$ cat src/sv/ssno_pkg.sv
package ssno_pkg;

	// Default number of decimal digits kept from a value
	localparam int MAX_DIGITS = 5;

	// Field widths
	localparam int VALUE_W  = 17;
	localparam int JUST_W   = 2;
	localparam int OFFS_W   = 10;
	localparam int COLOR_W  = 32;
	localparam int COORD_W  = 17;
	localparam int SIZE_W   = 7;
	localparam int SCREEN_W = 12;
	localparam int ZOOM_W   = 6;
	localparam int DIGIT_W  = 4;
	localparam int SEG_N    = 7;

	// Stream word widths
	localparam int S_DATA_W = 72;
	localparam int M_DATA_W = 80;

	// Configuration port
	localparam int CFG_IDX_W = 2;
	localparam logic [CFG_IDX_W-1:0] REG_SCREEN_WIDTH  = 2'd0;
	localparam logic [CFG_IDX_W-1:0] REG_SCREEN_HEIGHT = 2'd1;
	localparam logic [SCREEN_W-1:0] SCREEN_WIDTH_RST  = 12'd640;
	localparam logic [SCREEN_W-1:0] SCREEN_HEIGHT_RST = 12'd480;

	// Controller states
	typedef enum logic [2:0] {
		ST_IDLE,
		ST_SPLIT,
		ST_ORIGIN,
		ST_PLACE,
		ST_EMIT
	} state_t;

	// Controller to datapath
	typedef struct packed {
		logic load;
		logic split;
		logic mul;
		logic place;
		logic emit;
	} cmd_t;

	// Datapath to controller
	typedef struct packed {
		logic split_done;
		logic out_free;
		logic final_rect;
	} sts_t;

	// Segment placement in units of zoom
	typedef struct packed {
		logic [2:0] gx;
		logic [3:0] gy;
		logic       horiz;
	} seg_geom_t;

	// Lit segments of a decimal digit, bit i is segment i
	function automatic logic [SEG_N-1:0] seg_bits(input logic [DIGIT_W-1:0] digit);
		logic [SEG_N-1:0] bits;
		case (digit)
			4'd0: bits = 7'h77;
			4'd1: bits = 7'h24;
			4'd2: bits = 7'h5D;
			4'd3: bits = 7'h6D;
			4'd4: bits = 7'h2E;
			4'd5: bits = 7'h6B;
			4'd6: bits = 7'h7B;
			4'd7: bits = 7'h25;
			4'd8: bits = 7'h7F;
			4'd9: bits = 7'h6F;
			4'd10: bits = 7'h77;
			4'd11: bits = 7'h24;
			4'd12: bits = 7'h5D;
			4'd13: bits = 7'h6D;
			4'd14: bits = 7'h2E;
			default: bits = 7'h6B;
		endcase
		return bits;
	endfunction

	// Segment origin and orientation
	function automatic seg_geom_t seg_geom(input logic [2:0] seg);
		seg_geom_t g;
		case (seg)
			3'd0: g = '{gx: 3'd1, gy: 4'd0, horiz: 1'b1};
			3'd1: g = '{gx: 3'd0, gy: 4'd1, horiz: 1'b0};
			3'd2: g = '{gx: 3'd4, gy: 4'd1, horiz: 1'b0};
			3'd3: g = '{gx: 3'd1, gy: 4'd4, horiz: 1'b1};
			3'd4: g = '{gx: 3'd0, gy: 4'd5, horiz: 1'b0};
			3'd5: g = '{gx: 3'd4, gy: 4'd5, horiz: 1'b0};
			3'd6: g = '{gx: 3'd1, gy: 4'd8, horiz: 1'b1};
			default: g = '{gx: 3'd0, gy: 4'd0, horiz: 1'b0};
		endcase
		return g;
	endfunction

endpackage

$ cat src/sv/ssno_ctrl.sv
module ssno_ctrl (
	input  logic              clk,
	input  logic              arst_n,
	input  logic              start,
	output logic              ready,
	input  ssno_pkg::sts_t    sts,
	output ssno_pkg::cmd_t    cmd
);

	ssno_pkg::state_t state_q;
	ssno_pkg::state_t state_d;

	// State register
	always_ff @(posedge clk or negedge arst_n) begin
		if (!arst_n) begin
			state_q <= ssno_pkg::ST_IDLE;
		end else begin
			state_q <= state_d;
		end
	end

	// Next state and commands
	always_comb begin
		state_d = state_q;
		cmd     = '0;
		ready   = 1'b0;
		case (state_q)
			ssno_pkg::ST_IDLE: begin
				ready = 1'b1;
				if (start) begin
					cmd.load = 1'b1;
					state_d  = ssno_pkg::ST_SPLIT;
				end
			end
			ssno_pkg::ST_SPLIT: begin
				cmd.split = 1'b1;
				if (sts.split_done) begin
					state_d = ssno_pkg::ST_ORIGIN;
				end
			end
			ssno_pkg::ST_ORIGIN: begin
				cmd.mul = 1'b1;
				state_d = ssno_pkg::ST_PLACE;
			end
			ssno_pkg::ST_PLACE: begin
				cmd.place = 1'b1;
				state_d   = ssno_pkg::ST_EMIT;
			end
			ssno_pkg::ST_EMIT: begin
				if (sts.out_free) begin
					cmd.emit = 1'b1;
					if (sts.final_rect) begin
						state_d = ssno_pkg::ST_IDLE;
					end
				end
			end
			default: begin
				state_d = ssno_pkg::ST_IDLE;
			end
		endcase
	end

endmodule

$ cat src/sv/ssno_dpath.sv
module ssno_dpath #(
	parameter int MAX_DIGITS = ssno_pkg::MAX_DIGITS
) (
	input  logic                              clk,
	input  logic                              arst_n,
	input  ssno_pkg::cmd_t                    cmd,
	output ssno_pkg::sts_t                    sts,
	input  logic [ssno_pkg::S_DATA_W-1:0]     in_word,
	input  logic [ssno_pkg::SCREEN_W-1:0]     screen_width,
	input  logic [ssno_pkg::SCREEN_W-1:0]     screen_height,
	output logic                              out_valid,
	input  logic                              out_ready,
	output logic [ssno_pkg::M_DATA_W-1:0]     out_word,
	output logic                              out_last
);

	localparam int IDX_W = (MAX_DIGITS > 1) ? $clog2(MAX_DIGITS) : 1;
	localparam int CNT_W = $clog2(MAX_DIGITS + 1);
	localparam int VW    = ssno_pkg::VALUE_W;
	localparam int CW    = ssno_pkg::COORD_W;
	localparam int ZW    = ssno_pkg::ZOOM_W;
	localparam int SW    = ssno_pkg::SIZE_W;

	// Item registers
	logic [VW-1:0]                   val_q;
	logic [ssno_pkg::JUST_W-1:0]     just_q;
	logic [ssno_pkg::OFFS_W-1:0]     offh_q;
	logic [ssno_pkg::OFFS_W-1:0]     offv_q;
	logic [ssno_pkg::COLOR_W-1:0]    color_q;
	logic [ZW-1:0]                   zoom_q;
	logic [SW-1:0]                   zoom3_q;
	logic [CW-1:0]                   zoom7_q;
	logic [CNT_W-1:0]                cnt_q;
	logic [ssno_pkg::DIGIT_W-1:0]    digit_q [MAX_DIGITS];
	logic [CW-1:0]                   xm_q;
	logic [CW-1:0]                   ym_q;
	logic [CW-1:0]                   x_q;
	logic [CW-1:0]                   y_q;
	logic [IDX_W-1:0]                dig_idx_q;
	logic [ssno_pkg::SEG_N-1:0]      mask_q;

	// Output register
	logic                            out_valid_q;
	logic [CW-1:0]                   rx_q;
	logic [CW-1:0]                   ry_q;
	logic [SW-1:0]                   rw_q;
	logic [SW-1:0]                   rh_q;
	logic [ssno_pkg::COLOR_W-1:0]    col_q;
	logic                            last_q;

	// Zoom from the screen size: w/120 = (w>>3)/15, h/80 = (h>>4)/5
	logic [21:0]   zw_prod;
	logic [21:0]   zh_prod;
	logic [ZW-1:0] zw;
	logic [ZW-1:0] zh;
	logic [ZW-1:0] zoom;

	assign zw_prod = 22'(screen_width[11:3]) * 22'd4370;
	assign zh_prod = 22'(screen_height[11:4]) * 22'd13108;
	assign zw      = ZW'(zw_prod[21:16]) + ZW'(1);
	assign zh      = ZW'(zh_prod[21:16]) + ZW'(1);
	assign zoom    = (zh < zw) ? zh : zw;

	// One decimal digit per cycle: reciprocal estimate, one correction
	logic [30:0]   q_prod;
	logic [VW-1:0] q_est;
	logic [VW-1:0] r_est;
	logic [VW-1:0] q_fix;
	logic [ssno_pkg::DIGIT_W-1:0] r_fix;

	assign q_prod = 31'(val_q) * 31'd13107;
	assign q_est  = VW'(q_prod[30:17]);
	assign r_est  = val_q - VW'(q_est * VW'(10));
	always_comb begin
		if (r_est >= VW'(10)) begin
			q_fix = q_est + VW'(1);
			r_fix = ssno_pkg::DIGIT_W'(r_est - VW'(10));
		end else begin
			q_fix = q_est;
			r_fix = ssno_pkg::DIGIT_W'(r_est);
		end
	end

	assign sts.split_done = (q_fix == '0) || (cnt_q == CNT_W'(MAX_DIGITS - 1));

	// Origin multiplicands
	logic [10:0] xk;
	logic [10:0] yk;

	assign xk = just_q[0] ? (11'(offh_q) + 11'(cnt_q) * 11'd7 - 11'd2) : 11'(offh_q);
	assign yk = just_q[1] ? (11'(offv_q) + 11'd9) : 11'(offv_q);

	// Next segment of the current digit, lowest bit first
	logic [2:0]                 seg_sel;
	logic [ssno_pkg::SEG_N-1:0] mask_next;
	ssno_pkg::seg_geom_t        geom;
	logic                       digit_done;

	always_comb begin
		seg_sel = 3'd0;
		for (int i = ssno_pkg::SEG_N - 1; i >= 0; i--) begin
			if (mask_q[i]) begin
				seg_sel = 3'(i);
			end
		end
	end

	assign geom       = ssno_pkg::seg_geom(seg_sel);
	assign mask_next  = mask_q & ~(ssno_pkg::SEG_N'(1) << seg_sel);
	assign digit_done = (mask_next == '0);

	assign sts.final_rect = digit_done && (dig_idx_q == '0);
	assign sts.out_free   = !out_valid_q || out_ready;

	// Digit read port, shared by first load and digit advance
	logic [IDX_W-1:0]           rd_idx;
	logic [ssno_pkg::SEG_N-1:0] rd_bits;

	assign rd_idx  = cmd.place ? IDX_W'(cnt_q - CNT_W'(1)) : (dig_idx_q - IDX_W'(1));
	assign rd_bits = ssno_pkg::seg_bits(digit_q[rd_idx]);

	// Rectangle geometry
	logic [CW-1:0] rx;
	logic [CW-1:0] ry;

	assign rx = x_q + CW'(9'(geom.gx) * 9'(zoom_q));
	assign ry = y_q + CW'(10'(geom.gy) * 10'(zoom_q));

	// Item, digit and placement registers
	always_ff @(posedge clk) begin
		if (cmd.load) begin
			val_q   <= in_word[16:0];
			just_q  <= in_word[18:17];
			offh_q  <= in_word[28:19];
			offv_q  <= in_word[38:29];
			color_q <= in_word[70:39];
			zoom_q  <= zoom;
			cnt_q   <= '0;
		end
		if (cmd.split) begin
			digit_q[cnt_q[IDX_W-1:0]] <= r_fix;
			val_q                     <= q_fix;
			cnt_q                     <= cnt_q + CNT_W'(1);
		end
		if (cmd.mul) begin
			xm_q    <= CW'(xk) * CW'(zoom_q);
			ym_q    <= CW'(yk) * CW'(zoom_q);
			zoom3_q <= SW'(zoom_q) * SW'(3);
			zoom7_q <= CW'(zoom_q) * CW'(7);
		end
		if (cmd.place) begin
			x_q       <= just_q[0] ? (CW'(screen_width) - xm_q) : xm_q;
			y_q       <= just_q[1] ? (CW'(screen_height) - ym_q) : ym_q;
			dig_idx_q <= IDX_W'(cnt_q - CNT_W'(1));
			mask_q    <= rd_bits;
		end
		if (cmd.emit) begin
			if (digit_done) begin
				if (dig_idx_q != '0) begin
					dig_idx_q <= dig_idx_q - IDX_W'(1);
					mask_q    <= rd_bits;
				end
				x_q <= x_q + zoom7_q;
			end else begin
				mask_q <= mask_next;
			end
		end
	end

	// Output payload
	always_ff @(posedge clk) begin
		if (cmd.emit) begin
			rx_q   <= rx;
			ry_q   <= ry;
			rw_q   <= geom.horiz ? zoom3_q : SW'(zoom_q);
			rh_q   <= geom.horiz ? SW'(zoom_q) : zoom3_q;
			col_q  <= color_q;
			last_q <= sts.final_rect;
		end
	end

	// Output valid flag
	always_ff @(posedge clk or negedge arst_n) begin
		if (!arst_n) begin
			out_valid_q <= 1'b0;
		end else if (cmd.emit) begin
			out_valid_q <= 1'b1;
		end else if (out_ready) begin
			out_valid_q <= 1'b0;
		end
	end

	assign out_valid = out_valid_q;
	assign out_word  = {col_q, rh_q, rw_q, ry_q, rx_q};
	assign out_last  = last_q;

endmodule

$ cat src/sv/seven_segment_number_overlay_core.sv
// An accepted word passes the load, split, origin and place steps before its first rectangle.
// The digit splitter yields one digit per cycle and the segment emitter one rectangle per cycle
// while the output register is free; a word gives one rectangle per lit segment (up to 35).
// The next word is taken while the last rectangle still waits in the output register.
// Reset: screen_width 640, screen_height 480, controller idle, output register empty.
module seven_segment_number_overlay_core #(
	parameter int MAX_DIGITS = ssno_pkg::MAX_DIGITS
) (
	input  logic                               clk,
	input  logic                               arst_n,
	// value, justify, offset_h, offset_v, color, zero fill (low bit first)
	input  logic                               s_tvalid,
	output logic                               s_tready,
	input  logic [ssno_pkg::S_DATA_W-1:0]      s_tdata,
	// rect_x, rect_y, rect_w, rect_h, fill_color (low bit first)
	output logic                               m_tvalid,
	input  logic                               m_tready,
	output logic [ssno_pkg::M_DATA_W-1:0]      m_tdata,
	output logic                               m_tlast,
	// register writes
	input  logic                               cfg_valid,
	output logic                               cfg_ready,
	input  logic [ssno_pkg::CFG_IDX_W-1:0]     cfg_index,
	input  logic [ssno_pkg::SCREEN_W-1:0]      cfg_data
);

	logic [ssno_pkg::SCREEN_W-1:0] screen_width_q;
	logic [ssno_pkg::SCREEN_W-1:0] screen_height_q;
	ssno_pkg::cmd_t                cmd;
	ssno_pkg::sts_t                sts;

	// Configuration registers
	assign cfg_ready = 1'b1;

	always_ff @(posedge clk or negedge arst_n) begin
		if (!arst_n) begin
			screen_width_q  <= ssno_pkg::SCREEN_WIDTH_RST;
			screen_height_q <= ssno_pkg::SCREEN_HEIGHT_RST;
		end else if (cfg_valid && cfg_ready) begin
			if (cfg_index == ssno_pkg::REG_SCREEN_WIDTH) begin
				screen_width_q <= cfg_data;
			end else if (cfg_index == ssno_pkg::REG_SCREEN_HEIGHT) begin
				screen_height_q <= cfg_data;
			end
		end
	end

	ssno_ctrl u_ctrl (
		.clk    (clk),
		.arst_n (arst_n),
		.start  (s_tvalid),
		.ready  (s_tready),
		.sts    (sts),
		.cmd    (cmd)
	);

	ssno_dpath #(
		.MAX_DIGITS (MAX_DIGITS)
	) u_dpath (
		.clk           (clk),
		.arst_n        (arst_n),
		.cmd           (cmd),
		.sts           (sts),
		.in_word       (s_tdata),
		.screen_width  (screen_width_q),
		.screen_height (screen_height_q),
		.out_valid     (m_tvalid),
		.out_ready     (m_tready),
		.out_word      (m_tdata),
		.out_last      (m_tlast)
	);

	// A new word holds off further input until its rectangles are out
	a_busy_after_accept: assert property (@(posedge clk) disable iff (!arst_n)
		(s_tvalid && s_tready) |=> !s_tready)
		else $error("input taken twice in a row");

	// A rectangle is only produced into a free output register
	a_emit_free: assert property (@(posedge clk) disable iff (!arst_n)
		cmd.emit |-> (!m_tvalid || m_tready))
		else $error("rectangle overwrote a pending word");

	// The final rectangle of a number returns the block to idle
	a_final_idle: assert property (@(posedge clk) disable iff (!arst_n)
		(cmd.emit && sts.final_rect) |=> (s_tready && m_tvalid && m_tlast))
		else $error("final rectangle did not end the number");

	// Every bar is z by 3z or 3z by z
	a_bar_shape: assert property (@(posedge clk) disable iff (!arst_n)
		m_tvalid |-> ((9'(m_tdata[40:34]) == 9'(m_tdata[47:41]) * 9'd3) ||
			(9'(m_tdata[47:41]) == 9'(m_tdata[40:34]) * 9'd3)))
		else $error("segment bar has a wrong shape");

endmodule

$ cat config.mk
export PLATFORM = sky130hd
export DESIGN_NAME = seven_segment_number_overlay_core
export DESIGN_NICKNAME = d
export VERILOG_FILES = /design/src/sv/ssno_pkg.sv /design/src/sv/ssno_ctrl.sv /design/src/sv/ssno_dpath.sv /design/src/sv/seven_segment_number_overlay_core.sv
export SDC_FILE = /design/constraint.sdc
export NUM_CORES = 1
export LEC_CHECK = 0
export BUFFER_PORTS_ARGS = -buffer_cell sky130_fd_sc_hd__clkbuf_2
export CAP_MARGIN = 20
export CORE_AREA = 2 2 241 243
export DETAILED_ROUTE_END_ITERATION = 7
export DIE_AREA = 0 0 243 245
export PLACE_DENSITY = 0.63
export SLEW_MARGIN = 20
export SYNTH_ARGS = -nofsm -noshare
export SYNTH_HDL_FRONTEND = slang
export SYNTH_SLANG_ARGS = --single-unit
$ cat constraint.sdc
create_clock -name clk -period 10.9 [get_ports clk]
set_input_delay 0.545 -clock clk [delete_from_list [all_inputs] [get_ports clk]]
set_output_delay 0.545 -clock clk [all_outputs]
set_load 0.02 [all_outputs]
==> results.json <==
{
  "relSlewSlack_pct": 23.1,
  "synth-edff-count": 246,
  "core_area_um2": 57000,
  "worstPathMaxFanout": 13,
  "yosysTopAreaCell": "edfxtp_1",
  "grt_pass1_vias": 20633,
  "crit_path_end_kind": "flop",
  "rsz0062_at_grt": "no",
  "synthTopCellsByCount": "inv_1 (474), ha_1 (406), edfxtp_1 (246)",
  "worst_pin_slew_ns": 1.14,
  "r2r_slack_ns": 0.63,
  "finalHoldViolations": 0,
  "hold_class": "in2async",
  "drtAntennaViolNets": 0,
  "post-dp-hpwl_um": 51200,
  "syn_area_um2": 28200,
  "die_h_um": 245,
  "tns_ns": 0,
  "yosysUniqueCellTypes": 105,
  "grt_pass1_wl_um": 104000,
  "initial_core_util_pct": 49.4,
  "num_vias": 20141,
  "synth_mux_area_share_pct": 2.41,
  "ys_seq_area_share_pct": 30.7,
  "syn_inst": 2782,
  "root_buffer": "clkbuf_16",
  "synthFlopType": "edfxtp_1",
  "grt_max_degree": 50,
  "die_x_um": 243,
  "drc": 0,
  "layout-drive-gt1-share_pct": 12.5,
  "antenna_found_initial": 0,
  "cts_tree": "yes",
  "fin_crit_sh_pct": 94.2,
  "drv_cap": 0,
  "grt.total_usage_pct": 21.8,
  "synth_top_area_share_pct": 26.2,
  "cp_data_arrival_time_ns": 10.77,
  "synthAdderAreaFrac_pct": 32.2,
  "fin_worst_skew_ns": 0.0433,
  "setup_viol": 0,
  "syn_to_final_growth_pct": 11.0,
  "yosysWarnings": 0,
  "avgSynthCellArea_um2": 10.1,
  "gp_congestion": 0.897,
  "n_antenna_cell": 0,
  "post_drt_wl_per_cell_um": 16.9,
  "min_period_ns": 10.27,
  "netlist_top_cells_area": "edfxtp_1 (26%), ha_1 (18%), fa_1 (14%)",
  "fmax_mhz": 97.4,
  "path_clk_slew_ns": 0.06,
  "numPortBuffers": 172,
  "ff2ff_path_depth": 44,
  "layout.nets": 3671,
  "synth_nets": 3477,
  "cpMaxStageDelayCell": "fa_1",
  "status": "completed",
  "ctsHtreeMaxLevel": 2,
  "async_reset_ff_share_pct": 9.30,
  "clock_latency_ns": 0.57,
  "routed_via_density": 5.35,
  "dieArea_um2": 59500,
  "cpPeakStageDelay_ns": 0.57,
  "worstSetupStartpointType": "flop",
  "ys_ff_latch": 301,
  "critPathKind": "reg2reg",
  "cts_sinks": 301,
  "wl_um": 63700,
  "postCtsHoldBufs": 0,
  "globalRoute.totalOverflow": 0,
  "cts_buffers": 37,
  "detail_route.first_pass.iterations": 5,
  "yosys.area_share.simple_pct": 10.9,
  "final-max-slew-violation-count": 0,
  "yosysMostFrequentCell": "inv_1",
  "synth-xor-area-share_pct": 5.84,
  "drt_iter0_drc": 1097,
  "num_rows": 88,
  "worstPathRequired_ns": 11.41,
  "ios": 175,
  "synth_top_family_by_area": "adder cells",
  "clk_path_buf_depth": 3,
  "synth_compound_area_share_pct": 10.7
}
layout by cell type, fill, tap and decap left out, drive strengths merged, types with 33 or more instances in the layout:
cell type and instances:
a21oi 141, nand2 211, o21bai 34, o21ai 130
a21o 37, nor2 143, fa 198, clkbuf 222
xor2 58, ha 406, xnor2 125, nand3 42
nor3 33, buf 48, inv 475, edfxtp 246
and2 50
final timing paths:
path,endpoint,from
worst max-delay path,u_ctrl.state_q[1],u_dpath.val_q[2]
min in group clk,u_dpath.color_q[13],s_tdata[52]
worst max register to register,u_ctrl.state_q[1],u_dpath.val_q[2]
worst min-delay path,screen_height_q[2],arst_n
max in group asynchronous,screen_width_q[4],arst_n
worst min register to register,u_dpath.col_q[30],u_dpath.color_q[30]
critical path: cells and delay by family, from the launching register on:
family / cells / cell delay, ns
adders and majority gates: 9 / 3.64
AOI/OAI and AO/OA: 18 / 3.30
xor gates and xnor gates: 3 / 0.46
and+or+nand+nor: 10 / 1.73
DFF: 1 / 0.49
muxes: 1 / 0.37
buffers and inverters: 3 / 0.23
flip-flops by register name, summed over array words and instances (netlist names), 10 cells and up:
register and count:
u_dpath.x_q 17, u_dpath.color_q 32, u_dpath.val_q 17, u_dpath.digit_q 20
u_dpath.offv_q 10, screen_width_q 12, u_dpath.xm_q 17, u_dpath.offh_q 10
u_dpath.col_q 32, u_dpath.rx_q 17, u_dpath.ry_q 17, screen_height_q 12
u_dpath.y_q 17, u_dpath.ym_q 17
stage by stage:
| step | setup slack [ns] | cells | utilization (%) | hold slack (ns) | cell area [µm²] |
|---|---|---|---|---|---|
| floorplan | 1.04 | 2782 | - | 0.249 | 28200 |
| global placement | 0.368 | 3688 | 52.5 | 0.400 | 30000 |
| detailed placement | 0.167 | 3688 | 52.5 | 0.405 | 30000 |
| CTS | 0.119 | 3752 | 54.5 | 0.107 | 31100 |
| global route | 0.0236 | 3766 | 54.8 | 0.141 | 31300 |
| finish | 0.633 | 3766 | 54.8 | 0.124 | 31300 |
cells by family (layout without fill, tap and decap cells):
| kind of cell | Yosys count | in the layout |
|---|---|---|
| buffers and inverters | 540 | 759 |
| DFF | 301 | 301 |
| xor gates and xnor gates | 183 | 183 |
| and+or+nand+nor | 623 | 623 |
| adders and majority gates | 606 | 606 |
| muxes | 59 | 59 |
| other | 1 | 1 |
| AOI/OAI and AO/OA | 469 | 469 |
area by class of cell:
| type | instances | area [µm²] |
|---|---|---|
| multi-input cells | 1941 | 17500 |
| flip-flops and latches | 301 | 8640 |
| clock inverters | 14 | 134 |
| fillers | 5116 | 25800 |
| well taps | 765 | 957 |
| inverters | 475 | 1780 |
| repair buffers | 220 | 1220 |
| clock buffers | 50 | 1010 |
per-layer routing:
metal	up-vias	track usage (%)	wire length [µm]	share of wire, %
met4	0	6.66	1670	2.6
met1	9827	29.6	29200	46
met2	433	36.6	29800	47
met3	89	2.85	2990	4.7
met5	-	0	0	0
li1	9792	-	-	-
repair_timing:
| action | in CTS | in global routing |
|---|---|---|
| buffers inserted | 0 | 14 |
| setup endpoints to repair | 0 | 31 |
| resized for setup | 0 | 11 |
Power is not shown: default switching activity piles up to over one toggle a cycle in this logic, so the estimate is an artifact.
